File: config.mk
export PLATFORM = sky130hd
export DESIGN_NAME = pcc_stage
export DESIGN_NICKNAME = d
export VERILOG_FILES = /design/src/design/pcc_pkg.sv /design/src/design/pcc_stage.sv
export SDC_FILE = /design/constraint.sdc
export NUM_CORES = 1
export LEC_CHECK = 0
export BUFFER_PORTS_ARGS = -buffer_cell sky130_fd_sc_hd__buf_4
export CORE_AREA = 2 2 271 273
export DETAILED_ROUTE_END_ITERATION = 16
export DIE_AREA = 0 0 273 275
export GPL_ROUTABILITY_DRIVEN = 0
export SYNTH_ARGS = -nofsm -noshare
export SYNTH_HDL_FRONTEND = slang
export SYNTH_SLANG_ARGS = --single-unit
File: constraint.sdc
create_clock -name clk -period 4 [get_ports clk]
set_clock_uncertainty 0.2 [all_clocks]
set_input_delay 0.4 -clock clk [delete_from_list [all_inputs] [get_ports clk]]
set_output_delay 0.4 -clock clk [all_outputs]
set_load 0.02 [all_outputs]
File: src/design/pcc_pkg.sv
// shared types, constants and the arctangent table of the polar/cartesian converter
// no dependencies
package pcc_pkg;

  localparam int ZW = 26;          // cordic angle accumulator, holds up to 24-bit turns
  localparam int CW = 36;          // cordic x/y datapath
  localparam int SQ_STEPS = 33;    // root digits of a 66-bit radicand
  localparam logic [31:0] GAIN = 32'h9B74EDA8;

  localparam logic CMD_POINTS = 1'b0;
  localparam logic CMD_VECTOR = 1'b1;

  localparam logic [15:0] ANG_EAST  = 16'd0;
  localparam logic [15:0] ANG_NORTH = 16'd16384;
  localparam logic [15:0] ANG_WEST  = 16'd32768;
  localparam logic [15:0] ANG_SOUTH = 16'd49152;

  localparam logic [31:0] ATAN_TURN32 [32] = '{
    32'h20000000, 32'h12E4051E, 32'h09FB385B, 32'h051111D4,
    32'h028B0D43, 32'h0145D7E1, 32'h00A2F61E, 32'h00517C55,
    32'h0028BE53, 32'h00145F2F, 32'h000A2F98, 32'h000517CC,
    32'h00028BE6, 32'h000145F3, 32'h0000A2FA, 32'h0000517D,
    32'h000028BE, 32'h0000145F, 32'h00000A30, 32'h00000518,
    32'h0000028C, 32'h00000146, 32'h000000A3, 32'h00000051,
    32'h00000029, 32'h00000014, 32'h0000000A, 32'h00000005,
    32'h00000003, 32'h00000001, 32'h00000001, 32'h00000000
  };

  typedef struct packed {
    logic               command;
    logic signed [31:0] start_x;
    logic signed [31:0] start_y;
    logic signed [31:0] end_x;
    logic signed [31:0] end_y;
    logic [31:0]        length;
    logic [15:0]        direction;
  } in_item_t;

  typedef struct packed {
    logic [15:0]        angle;
    logic [32:0]        distance;
    logic               coincident;
    logic signed [31:0] result_x;
    logic signed [31:0] result_y;
  } out_item_t;

  // one slot of the sqrt / cordic pipeline
  typedef struct packed {
    logic               cmd;
    logic               coinc;
    logic               ang_fix;
    logic [15:0]        ang_val;
    logic               rot_fix;
    logic [1:0]         quad;
    logic signed [31:0] sx;
    logic signed [31:0] sy;
    logic [31:0]        len;
    logic signed [CW-1:0] x;
    logic signed [CW-1:0] y;
    logic signed [ZW-1:0] z;
    logic [65:0]        rad;
    logic [35:0]        rem;
    logic [32:0]        root;
  } pcc_pipe_t;

  // atan(2^-i) rounded to an aw-bit turn
  function automatic logic [31:0] step_angle(int i, int aw);
    int          s;
    logic [32:0] t;
    s = 32 - aw;
    t = {1'b0, ATAN_TURN32[i]} + (33'd1 << (s - 1));
    return t[32:1] >> (s - 1);
  endfunction

endpackage

File: src/design/pcc_stage.sv
// one pipeline stage: a root digit and, in the first stages, a cordic micro-rotation
// depends on pcc_pkg
module pcc_stage #(
  parameter int IDX = 0,
  parameter int ITERATIONS = 16,
  parameter int ANGLE_WIDTH = 16
) (
  input  logic               clk,
  input  logic               rst_n,
  input  logic               in_valid,
  input  pcc_pkg::pcc_pipe_t in_pipe,
  output logic               out_valid,
  output pcc_pkg::pcc_pipe_t out_pipe
);
  import pcc_pkg::*;

  localparam int P = 64 - 2 * IDX;

  pcc_pipe_t pipe_nxt, pipe_r;
  logic      vld_r;

  always_comb begin
    logic [35:0]          rem_w, trial;
    logic signed [CW-1:0] xs, ys;
    logic signed [ZW-1:0] st;
    pipe_nxt = in_pipe;
    rem_w = {in_pipe.rem[33:0], in_pipe.rad[P+1:P]};
    trial = {1'b0, in_pipe.root, 2'b01};
    if (rem_w >= trial) begin
      pipe_nxt.rem  = rem_w - trial;
      pipe_nxt.root = {in_pipe.root[31:0], 1'b1};
    end else begin
      pipe_nxt.rem  = rem_w;
      pipe_nxt.root = {in_pipe.root[31:0], 1'b0};
    end
    xs = in_pipe.x >>> IDX;
    ys = in_pipe.y >>> IDX;
    st = signed'(ZW'(step_angle(IDX % 32, ANGLE_WIDTH)));
    if (IDX < ITERATIONS) begin
      if (in_pipe.cmd == CMD_POINTS) begin
        if (in_pipe.y > 0) begin
          pipe_nxt.x = in_pipe.x + ys;
          pipe_nxt.y = in_pipe.y - xs;
          pipe_nxt.z = in_pipe.z + st;
        end else begin
          pipe_nxt.x = in_pipe.x - ys;
          pipe_nxt.y = in_pipe.y + xs;
          pipe_nxt.z = in_pipe.z - st;
        end
      end else begin
        if (in_pipe.z >= 0) begin
          pipe_nxt.x = in_pipe.x - ys;
          pipe_nxt.y = in_pipe.y + xs;
          pipe_nxt.z = in_pipe.z - st;
        end else begin
          pipe_nxt.x = in_pipe.x + ys;
          pipe_nxt.y = in_pipe.y - xs;
          pipe_nxt.z = in_pipe.z + st;
        end
      end
    end
  end

  always_ff @(posedge clk) begin
    if (!rst_n) begin
      vld_r <= 1'b0;
    end else begin
      vld_r <= in_valid;
    end
    pipe_r <= pipe_nxt;
  end

  assign out_valid = vld_r;
  assign out_pipe  = pipe_r;

endmodule

==> impl_metrics.toml <==
[logic_synthesis]
synth_top_cell_by_area = "dfxtp_1"
synth.most_common_cell = "dfxtp_1"
synth_commonest_cells = "dfxtp_1, a21oi_1, inv_1"
ys_seq_area_frac = 0.4363
yosys_warnings = 0
syn_avg_cell_area_sq_um = 9.271
netlist_instances = 1737
synth_edf_count = 0
ys_seq_elements = 351
synthArstFlopShare = 0
synth_top_area_frac = 0.4363
synth-main-ff-cell = "dfxtp_1"
syn_area_sq_um = 16100
syn_nets = 2240
synth_cell_types = 86
synth_area_leaders = "dfxtp_1, ha_1, a21oi_1"

[global_routing]
grt_max_degree = 92
grt_pass1_wl_um = 120800
antenna_found_initial = 19
grt.busiest_layer = "met2"
grt-ovfl-total = 0
gr-usage-met2 = 0.3465
use_met3 = 0.05630
grtUsageTotal = 0.2218
use_met1 = 0.2691
grt_pass1_vias = 17190

[critical_path]
path_class = "input port to flip-flop"
crit_fanout = 17
startpoint_type = "input port"
endpoint_kind = "flip-flop"
crit_required_ns = 4.29
cp.arrival_ns = 4.08

[detailed_routing]
via_per_inst = 4.584
first_pass_iters = 7
drc = 0
wire_per_inst_um = 23.35
first_iter_violations = 1366
antenna_left = 0
wirelength_um = 87800
vias = 17240

[floorplanning]
core_sq_um = 72340
rows = 99
die_w_um = 273
die_h_um = 275
die_area_sq_um = 75080
io_pins = 706
start_util = 0.2226

[sta]
finalHoldViolations = 0
max_slew_margin = 0.3961
timing.fmax_ghz = 0.2637
fin_crit_sh = 0.9480
fin_setup_tns_ns = 0
slew_viol_final = 0
fin_ws_ns = 0.2081
finalSetupViolCount = 0
rsz0062_at_grt = "false"
holdWs_ns = 0.04243
worst_pin_slew_ns = 0.9038
fin_crit_ns = 3.792

[clock_network]
cts_sinks = 351
numCtsBuffers = 44
root_buffer = "clkbuf_16"
clk_pin_slew_ns = 0.07
cts_tree = "done"
h-tree-depth = 2
cts_buffer_depth = 3

[place]
pre_cts_slack_ns = 0.1707
dp.cells = 3384
dp_hpwl_um = 69860
port_buffers = 703
placed_area_sq_um = 22710

[worst_hold_path]
hp-class = "input port to flip-flop"

[final_layout]
final_util = 0.3755
drive_gt1_frac = 0.3082
fillers = 7308
syn2layout_area_growth_pct = 68.67
nets = 3256
instances_no_fill = 3761
final_area_sq_um = 27160

[pwr]
ir_worst_vdd_uv = 388.8
finalPower_mw = 11.99
p_leak_nw = 12.77
powerDensity_nw_per_um2 = 441.4

[job]
maxCapViolations = 0

[status]
status = "completed"
==> flip-flops by register name, summed over array words and instances, names as in the netlist <==
register and flops:
out_pipe 350, out_valid 1
==> layout by cell type (no fill, tap or decap), types with 7 or more instances in the layout <==
| master | count |
|---|---|
| nor4_1 | 18 |
| mux2i_1 | 19 |
| a221o_1 | 7 |
| and2_1 | 10 |
| a21o_1 | 36 |
| a211o_1 | 8 |
| xor2_1 | 27 |
| o21ai_0 | 73 |
| o21ai_1 | 25 |
| a211oi_1 | 7 |
| o31ai_1 | 17 |
| xnor2_1 | 79 |
| nor2b_1 | 11 |
| diode_2 | 15 |
| nand2b_1 | 21 |
| dfxtp_1 | 351 |
| and3_1 | 10 |
| nand2_1 | 109 |
| nor3_1 | 29 |
| o21a_1 | 15 |
| or2_2 | 7 |
| a31oi_1 | 14 |
| dlygate4sd3_1 | 282 |
| nor2_1 | 104 |
| o211ai_1 | 11 |
| nand3_1 | 17 |
| clkbuf_16 | 45 |
| ha_1 | 146 |
| a21oi_1 | 171 |
| clkbuf_8 | 8 |
| nand4_1 | 18 |
| o21bai_1 | 28 |
| inv_1 | 155 |
| buf_4 | 752 |
==> critical path: stages <==
cell	delay (ns)
dlygate4sd3_1	0.55
buf_4	0.13
inv_1	0.04
ha_1	0.35
nor2b_1	0.17
o31a_1	0.29
o21ai_1	0.21
a21oi_1	0.11
or2_1	0.32
a211oi_4	0.31
nor4b_4	0.10
o32ai_4	0.54
buf_4	0.32
nor3_1	0.08
a21o_1	0.15
==> final timing paths <==
| kind | startpoint | to | slack (ns) | cells after the start |
|---|---|---|---|---|
| worst max-delay path | in_pipe[0] | out_pipe[68]$_DFF_P_ | 0.21 | 15 |
| worst min-delay path | in_pipe[162] | out_pipe[198]$_DFF_P_ | 0.04 | 3 |
==> cell type report <==
class                      instances  area, sq um  area share
multi-input combinational       1159         8194      0.3017
clock inverter                    24        344.1     0.01267
inverter                         161        604.3     0.02225
tap                              959         1200     0.04418
sequential                       351         7027      0.2587
clock buffer                      56         1247     0.04593
timing repair buffer            1036         8508      0.3132
antenna                           15        37.54    0.001382
==> what timing repair did <==
item	4_1_cts	5_1_grt
hold buffers	282	0
setup endpoints to repair	0	1
endpoints found under the hold margin	282	0
setup buffers	0	0
gates resized for setup	0	1
==> power breakdown <==
group | internal (mW) | leakage [nW] | switching, mW | total, mW
Sequential | 3.91 | 2.96 | 0.182 | 4.09
Combinational | 1.53 | 9.03 | 1.98 | 3.51
Clock | 2.63 | 0.777 | 1.76 | 4.39
==> metal layers <==
layer / routed length (um) / share of wire / up-vias
li1: - / - / 8092
met1: 35600 / 0.41 / 8047
met2: 38510 / 0.44 / 874
met3: 6895 / 0.079 / 215
met4: 6738 / 0.077 / 12
met5: 63 / 0.00072 / -
==> cells by family (layout without fill, tap and decap cells) <==
group                    count (synthesis)  in the layout  synth area share
adder cells (fa/ha/maj)                149            149            0.1172
XOR/XNOR                               106            106           0.05765
multiplexers                            24             24           0.01600
buffers and inverters                  227           1277           0.05586
flip-flops                             351            351            0.4363
AO/OA/AOI/OAI                          494            494            0.1992
AND/OR/NAND/NOR                        386            386            0.1178
other                                    0             15                 0
No activity file was read; power rests on OpenSTA's default activity.
