$ cat config.mk
export PLATFORM = sky130hd
export DESIGN_NAME = pcc_back
export DESIGN_NICKNAME = d
export VERILOG_FILES = /design/src/design/pcc_pkg.sv /design/src/design/pcc_back.sv
export SDC_FILE = /design/constraint.sdc
export NUM_CORES = 1
export LEC_CHECK = 0
export ABC_AREA = 1
export ABC_CLOCK_PERIOD_IN_PS = 3000
export BUFFER_PORTS_ARGS = -buffer_cell sky130_fd_sc_hd__buf_4
export CAP_MARGIN = 20
export CORE_AREA = 2 2 184 186
export CTS_CLUSTER_SIZE = 8
export DETAILED_ROUTE_END_ITERATION = 7
export DIE_AREA = 0 0 186 188
export GPL_TIMING_DRIVEN = 0
export PLACE_DENSITY = 0.77
export SLEW_MARGIN = 10
export SYNTH_ARGS = -nofsm -noshare
export SYNTH_HDL_FRONTEND = slang
export SYNTH_SLANG_ARGS = --single-unit
$ cat constraint.sdc
create_clock -name clk -period 3 [get_ports clk]
set_input_delay 0 -clock clk [delete_from_list [all_inputs] [get_ports clk]]
set_output_delay 0 -clock clk [all_outputs]
set_load 0.01 [all_outputs]
$ cat src/design/pcc_pkg.sv
// shared types, constants and the arctangent table of the polar/cartesian converter
// no dependencies
package pcc_pkg;

  localparam int ZW = 26;          // cordic angle accumulator, holds up to 24-bit turns
  localparam int CW = 36;          // cordic x/y datapath
  localparam int SQ_STEPS = 33;    // root digits of a 66-bit radicand
  localparam logic [31:0] GAIN = 32'h9B74EDA8;

  localparam logic CMD_POINTS = 1'b0;
  localparam logic CMD_VECTOR = 1'b1;

  localparam logic [15:0] ANG_EAST  = 16'd0;
  localparam logic [15:0] ANG_NORTH = 16'd16384;
  localparam logic [15:0] ANG_WEST  = 16'd32768;
  localparam logic [15:0] ANG_SOUTH = 16'd49152;

  localparam logic [31:0] ATAN_TURN32 [32] = '{
    32'h20000000, 32'h12E4051E, 32'h09FB385B, 32'h051111D4,
    32'h028B0D43, 32'h0145D7E1, 32'h00A2F61E, 32'h00517C55,
    32'h0028BE53, 32'h00145F2F, 32'h000A2F98, 32'h000517CC,
    32'h00028BE6, 32'h000145F3, 32'h0000A2FA, 32'h0000517D,
    32'h000028BE, 32'h0000145F, 32'h00000A30, 32'h00000518,
    32'h0000028C, 32'h00000146, 32'h000000A3, 32'h00000051,
    32'h00000029, 32'h00000014, 32'h0000000A, 32'h00000005,
    32'h00000003, 32'h00000001, 32'h00000001, 32'h00000000
  };

  typedef struct packed {
    logic               command;
    logic signed [31:0] start_x;
    logic signed [31:0] start_y;
    logic signed [31:0] end_x;
    logic signed [31:0] end_y;
    logic [31:0]        length;
    logic [15:0]        direction;
  } in_item_t;

  typedef struct packed {
    logic [15:0]        angle;
    logic [32:0]        distance;
    logic               coincident;
    logic signed [31:0] result_x;
    logic signed [31:0] result_y;
  } out_item_t;

  // one slot of the sqrt / cordic pipeline
  typedef struct packed {
    logic               cmd;
    logic               coinc;
    logic               ang_fix;
    logic [15:0]        ang_val;
    logic               rot_fix;
    logic [1:0]         quad;
    logic signed [31:0] sx;
    logic signed [31:0] sy;
    logic [31:0]        len;
    logic signed [CW-1:0] x;
    logic signed [CW-1:0] y;
    logic signed [ZW-1:0] z;
    logic [65:0]        rad;
    logic [35:0]        rem;
    logic [32:0]        root;
  } pcc_pipe_t;

  // atan(2^-i) rounded to an aw-bit turn
  function automatic logic [31:0] step_angle(int i, int aw);
    int          s;
    logic [32:0] t;
    s = 32 - aw;
    t = {1'b0, ATAN_TURN32[i]} + (33'd1 << (s - 1));
    return t[32:1] >> (s - 1);
  endfunction

endpackage

$ cat src/design/pcc_back.sv
// back end: root rounding, angle scaling, end point saturation, result register
// depends on pcc_pkg
module pcc_back #(
  parameter int ANGLE_WIDTH = 16
) (
  input  logic               clk,
  input  logic               rst_n,
  input  logic               in_valid,
  input  pcc_pkg::pcc_pipe_t in_pipe,
  output logic               out_strobe,
  output pcc_pkg::out_item_t out_item
);
  import pcc_pkg::*;

  localparam int SHR = (ANGLE_WIDTH > 16) ? ANGLE_WIDTH - 16 : 1;
  localparam int SHL = (ANGLE_WIDTH < 16) ? 16 - ANGLE_WIDTH : 0;

  out_item_t item_nxt, item_r;
  logic      strobe_r;

  function automatic logic signed [31:0] sat32(logic signed [36:0] v);
    if (v > 37'sd2147483647) begin
      return 32'sh7FFFFFFF;
    end else if (v < -37'sd2147483648) begin
      return 32'sh80000000;
    end
    return v[31:0];
  endfunction

  always_comb begin
    logic [24:0]          zu;
    logic [15:0]          a16;
    logic [32:0]          root_rnd;
    logic signed [CW-1:0] rx, ry, l;
    zu = 25'(in_pipe.z[ANGLE_WIDTH-1:0]);
    if (ANGLE_WIDTH > 16) begin
      a16 = 16'((zu + (25'd1 << (SHR - 1))) >> SHR);
    end else begin
      a16 = 16'(zu << SHL);
    end
    root_rnd = (36'(in_pipe.rem) > 36'(in_pipe.root)) ? in_pipe.root + 33'd1 : in_pipe.root;
    l = CW'(in_pipe.len);
    if (in_pipe.rot_fix) begin
      unique case (in_pipe.quad)
        2'd0: begin rx = l;   ry = '0;  end
        2'd1: begin rx = '0;  ry = l;   end
        2'd2: begin rx = -l;  ry = '0;  end
        default: begin rx = '0; ry = -l; end
      endcase
    end else begin
      rx = in_pipe.x;
      ry = in_pipe.y;
    end
    item_nxt = '0;
    if (in_pipe.cmd == CMD_POINTS) begin
      if (in_pipe.coinc) begin
        item_nxt.coincident = 1'b1;
      end else begin
        item_nxt.angle    = in_pipe.ang_fix ? in_pipe.ang_val : a16;
        item_nxt.distance = root_rnd;
      end
    end else begin
      item_nxt.result_x = sat32(37'(in_pipe.sx) + 37'(rx));
      item_nxt.result_y = sat32(37'(in_pipe.sy) + 37'(ry));
    end
  end

  always_ff @(posedge clk) begin
    if (!rst_n) begin
      strobe_r <= 1'b0;
    end else begin
      strobe_r <= in_valid;
    end
    item_r <= item_nxt;
  end

  assign out_strobe = strobe_r;
  assign out_item   = item_r;

endmodule

==> summary.md <==
| Metric | Value |
|---|---|
| Outcome | `finished with violations` |
| Failing checks | `setup timing` |
| H-Tree Depth | `4` |
| Cell mode on critical path | `nor2_4` |
| Detailed Routing Iterations Pass 1 | `5` |
| Area contributors post-synth | `dfxtp_1, nand2_1, ha_1` |
| Maximum number of pins on one net before global-route repair | `17` |
| Yosys reg bits | `115` |
| Crit-path max cell delay | `approximately 0.28 ns` |
| Root Driver | `clkbuf_16` |
| Average wire per standard cell | `20.0 um` |
| Final GP Congestion | `slightly above 1` |
| Post-synthesis sequential area ratio | `roughly a fifth` |
| Relative slew slack | `between 20% and 30%` |
| Placed Area | `approximately 0.016 mm2` |
| Cells after Synth | `2026` |
| CP max FO | `7` |
| CTS max path bufs | `2` |
| DR vias | `roughly 16000` |
| Hpwl dp | `48100 um` |
| CTS Sinks | `around 120` |
| Drc violations | `0` |
| Number of fill cells | `3072` |
| Total power divided by cell area | `slightly above 400 mW/mm2` |
| Nets | `just over 3000` |
| Syn nets | `between 2000 and 2500` |
| Cell area after synthesis | `0.0122 mm2` |
| Drt initial violations | `between 1000 and 1500` |
| Yosys Warn Count | `0` |
| Die area | `between 0.03 and 0.04 mm2` |
| Final setup violation count | `63` |
| Most frequent cells in the layout | `nand2_1, buf_4, inv_1` |
| Gr usage total | `between 30% and 40%` |
| Async SR Flop Fraction | `0%` |
| Initial Util | `between 30 and 40%` |
| Min-Delay Endpoint | `out_item[72]` |
| Share of cells above drive strength 1 | `between 30% and 40%` |
| Ports | `469` |
| Dpl ws | `-1.58 ns` |
| Max cap viols | `0` |
| Final ANT Viol Nets | `0` |
| Initial antenna violation count | `6` |
| Final Hold Viols | `0` |
| Critical path data required time | `about 3.3 ns` |
| FP Rows | `67` |
| Num CTS Buffers | `17` |
| Register area | `approximately 0.0023 mm2` |
| Post-synth EDFFs | `0` |
| Area of the multi-input gates | `between 0.01 and 0.015 mm2` |
| Hold Path Class | `input port to flop` |
| RSZ-0062 raised after global routing | `true` |
| Crit. End Element | `flop` |
| Post-DR vias/cell | `between 5 and 6` |
| Final wirelength | `60700 um` |
| Leak | `between 9 and 10 nW` |
| Most used DFF post-synth | `dfxtp_1` |
| Hold Path Depth | `5` |
| CTS tree | `built` |
| Die Wd | `between 150 and 200 um` |
| Yosys top cell area share | `a little under a fifth` |
| PortBufs | `390` |
| Synth Area per Inst | `approximately 6.0 um2` |
| Fin crit share | `114%` |
| Hold Crit Start | `in_pipe[7]` |
| Final worst slack | `-0.431 ns` |
| First-pass GRT wire length | `~90000 um` |
| Cell taking the most area after synthesis | `dfxtp_1` |
| Grt total ovfl | `0` |
| Slowest CP cell | `ha_4` |
| Least-Margin Pin Slew | `1.09 ns` |
| Floorplan Core Area | `0.0331 mm2` |
| Worst-path clk slew | `0.06 ns` |
| Final instance area | `about 0.019 mm2` |
| Max Slew Vio Count | `0` |
| Fmax | `291 MHz` |
| Vias in the first global route | `about 16000` |
| Most common library cell in the layout ignoring fill and taps | `nand2_1` |
| Worst vdd ir | `between 0.4 and 0.5 mV` |
| Yosys cell types | `48` |
| Min cycle time layout | `3.43 ns` |
| Critical path class | `input port to flop` |
| Arr. time, crit path | `around 3.8 ns` |
| Startpoint types | `input port` |
| Area growth, synth to finish | `58.9%` |
| Height of the die | `about 190 um` |
-- area by class of cell --
| class | count | share of cell area [%] |
|---|---|---|
| antenna | 4 | 0.0515 |
| buffer | 54 | 1.85 |
| clock buffer | 18 | 2.26 |
| clock inverter | 14 | 0.554 |
| inverter | 219 | 4.43 |
| multi-input combinational | 1638 | 54.0 |
| sequential | 115 | 11.8 |
| tap | 448 | 2.88 |
| timing repair buffer | 533 | 22.1 |
-- synthesized netlist by cell type, types with 8 or more instances --
master	instances
o21ai_0	50
a21oi_1	212
nor2_1	224
nor3_1	46
nand3_1	90
nor4_1	23
o21bai_1	8
inv_1	210
clkbuf_1	33
ha_1	109
dfxtp_1	115
xnor2_1	26
nand2_2	13
a21oi_2	30
a31oi_1	48
nand3_2	8
nand4_1	19
buf_6	9
xor2_1	69
nand2_1	604
nand3b_1	8
-- worst max path at each step --
stage	start	to	slack [ns]	cells past startpoint
after CTS	in_pipe[233]	out_item[30]	-0.40	28
after floorplan	in_pipe[234]	out_item[33]	-0.007	26
after global placement	in_pipe[331]	out_item[30]	-1.55	23
after global routing	in_pipe[235]	out_item[30]	-0.56	31
final	in_pipe[233]	out_item[36]	-0.43	30
after detailed placement	in_pipe[331]	out_item[30]	-1.58	23
-- power by group --
group	total [W]	internal, W	switching (W)
clock	0.00191	0.00108	0.000821
sequential	0.00179	0.00172	0.0000673
combinational	0.00416	0.00179	0.00237
-- stage by stage --
| step | power, W | instances | TNS [ns] | hold WS [ns] | utilization, % |
|---|---|---|---|---|---|
| final | 0.00785 | 3043 | -19.50 | 0.0264 | 58.7 |
| after global routing | 0.00826 | 3042 | -29.93 | 0.0717 | 58.7 |
| after CTS | 0.00733 | 3014 | -19.96 | 0.00762 | 54.9 |
| after detailed placement | 0.00500 | 2864 | -91.57 | 0.182 | 47.8 |
| after global placement | 0.00498 | 2864 | -93.26 | 0.179 | 47.8 |
| after floorplan | 0.00372 | 2026 | -0.00655 | 0.0712 | - |
-- cells by family (layout without fill, tap and decap cells) --
family | count (synthesis) | count (layout) | share of synthesized area (%)
simple gates | 1060 | 1060 | 36.5
compound gates | 372 | 372 | 17.3
buf+inv | 273 | 838 | 9.09
flops | 115 | 115 | 18.8
fa+ha+maj | 111 | 111 | 11.5
xor+xnor | 95 | 95 | 6.80
other cells | 0 | 4 | 0
-- per-layer routing --
metal | GRT usage (%) | wire length, um
met5 | 0 | 23
met4 | 14.5 | 2810
met3 | 6.43 | 4740
met2 | 58.7 | 29500
met1 | 39.3 | 23700
-- registers in the layout, indices dropped and copies added (netlist names) --
name / cells
out_strobe: 1
out_item: 114
-- worst max-delay path: cells and delay by family --
kind                       cells  cell delay (ns)
and+or+nand+nor               22             2.35
adders and majority gates      1             0.28
AOI/OAI and AO/OA              3             0.64
buffers and inverters          4             0.47
-- what timing repair did --
action,CTS,global route
hold buffers,71,0
setup buffers,39,22
gates cloned,8,4
pin swaps,60,102
endpoints found under the setup margin,64,96
gates resized for setup,169,259
hold endpoints to repair,57,0
(Power assumes the default switching activity.)
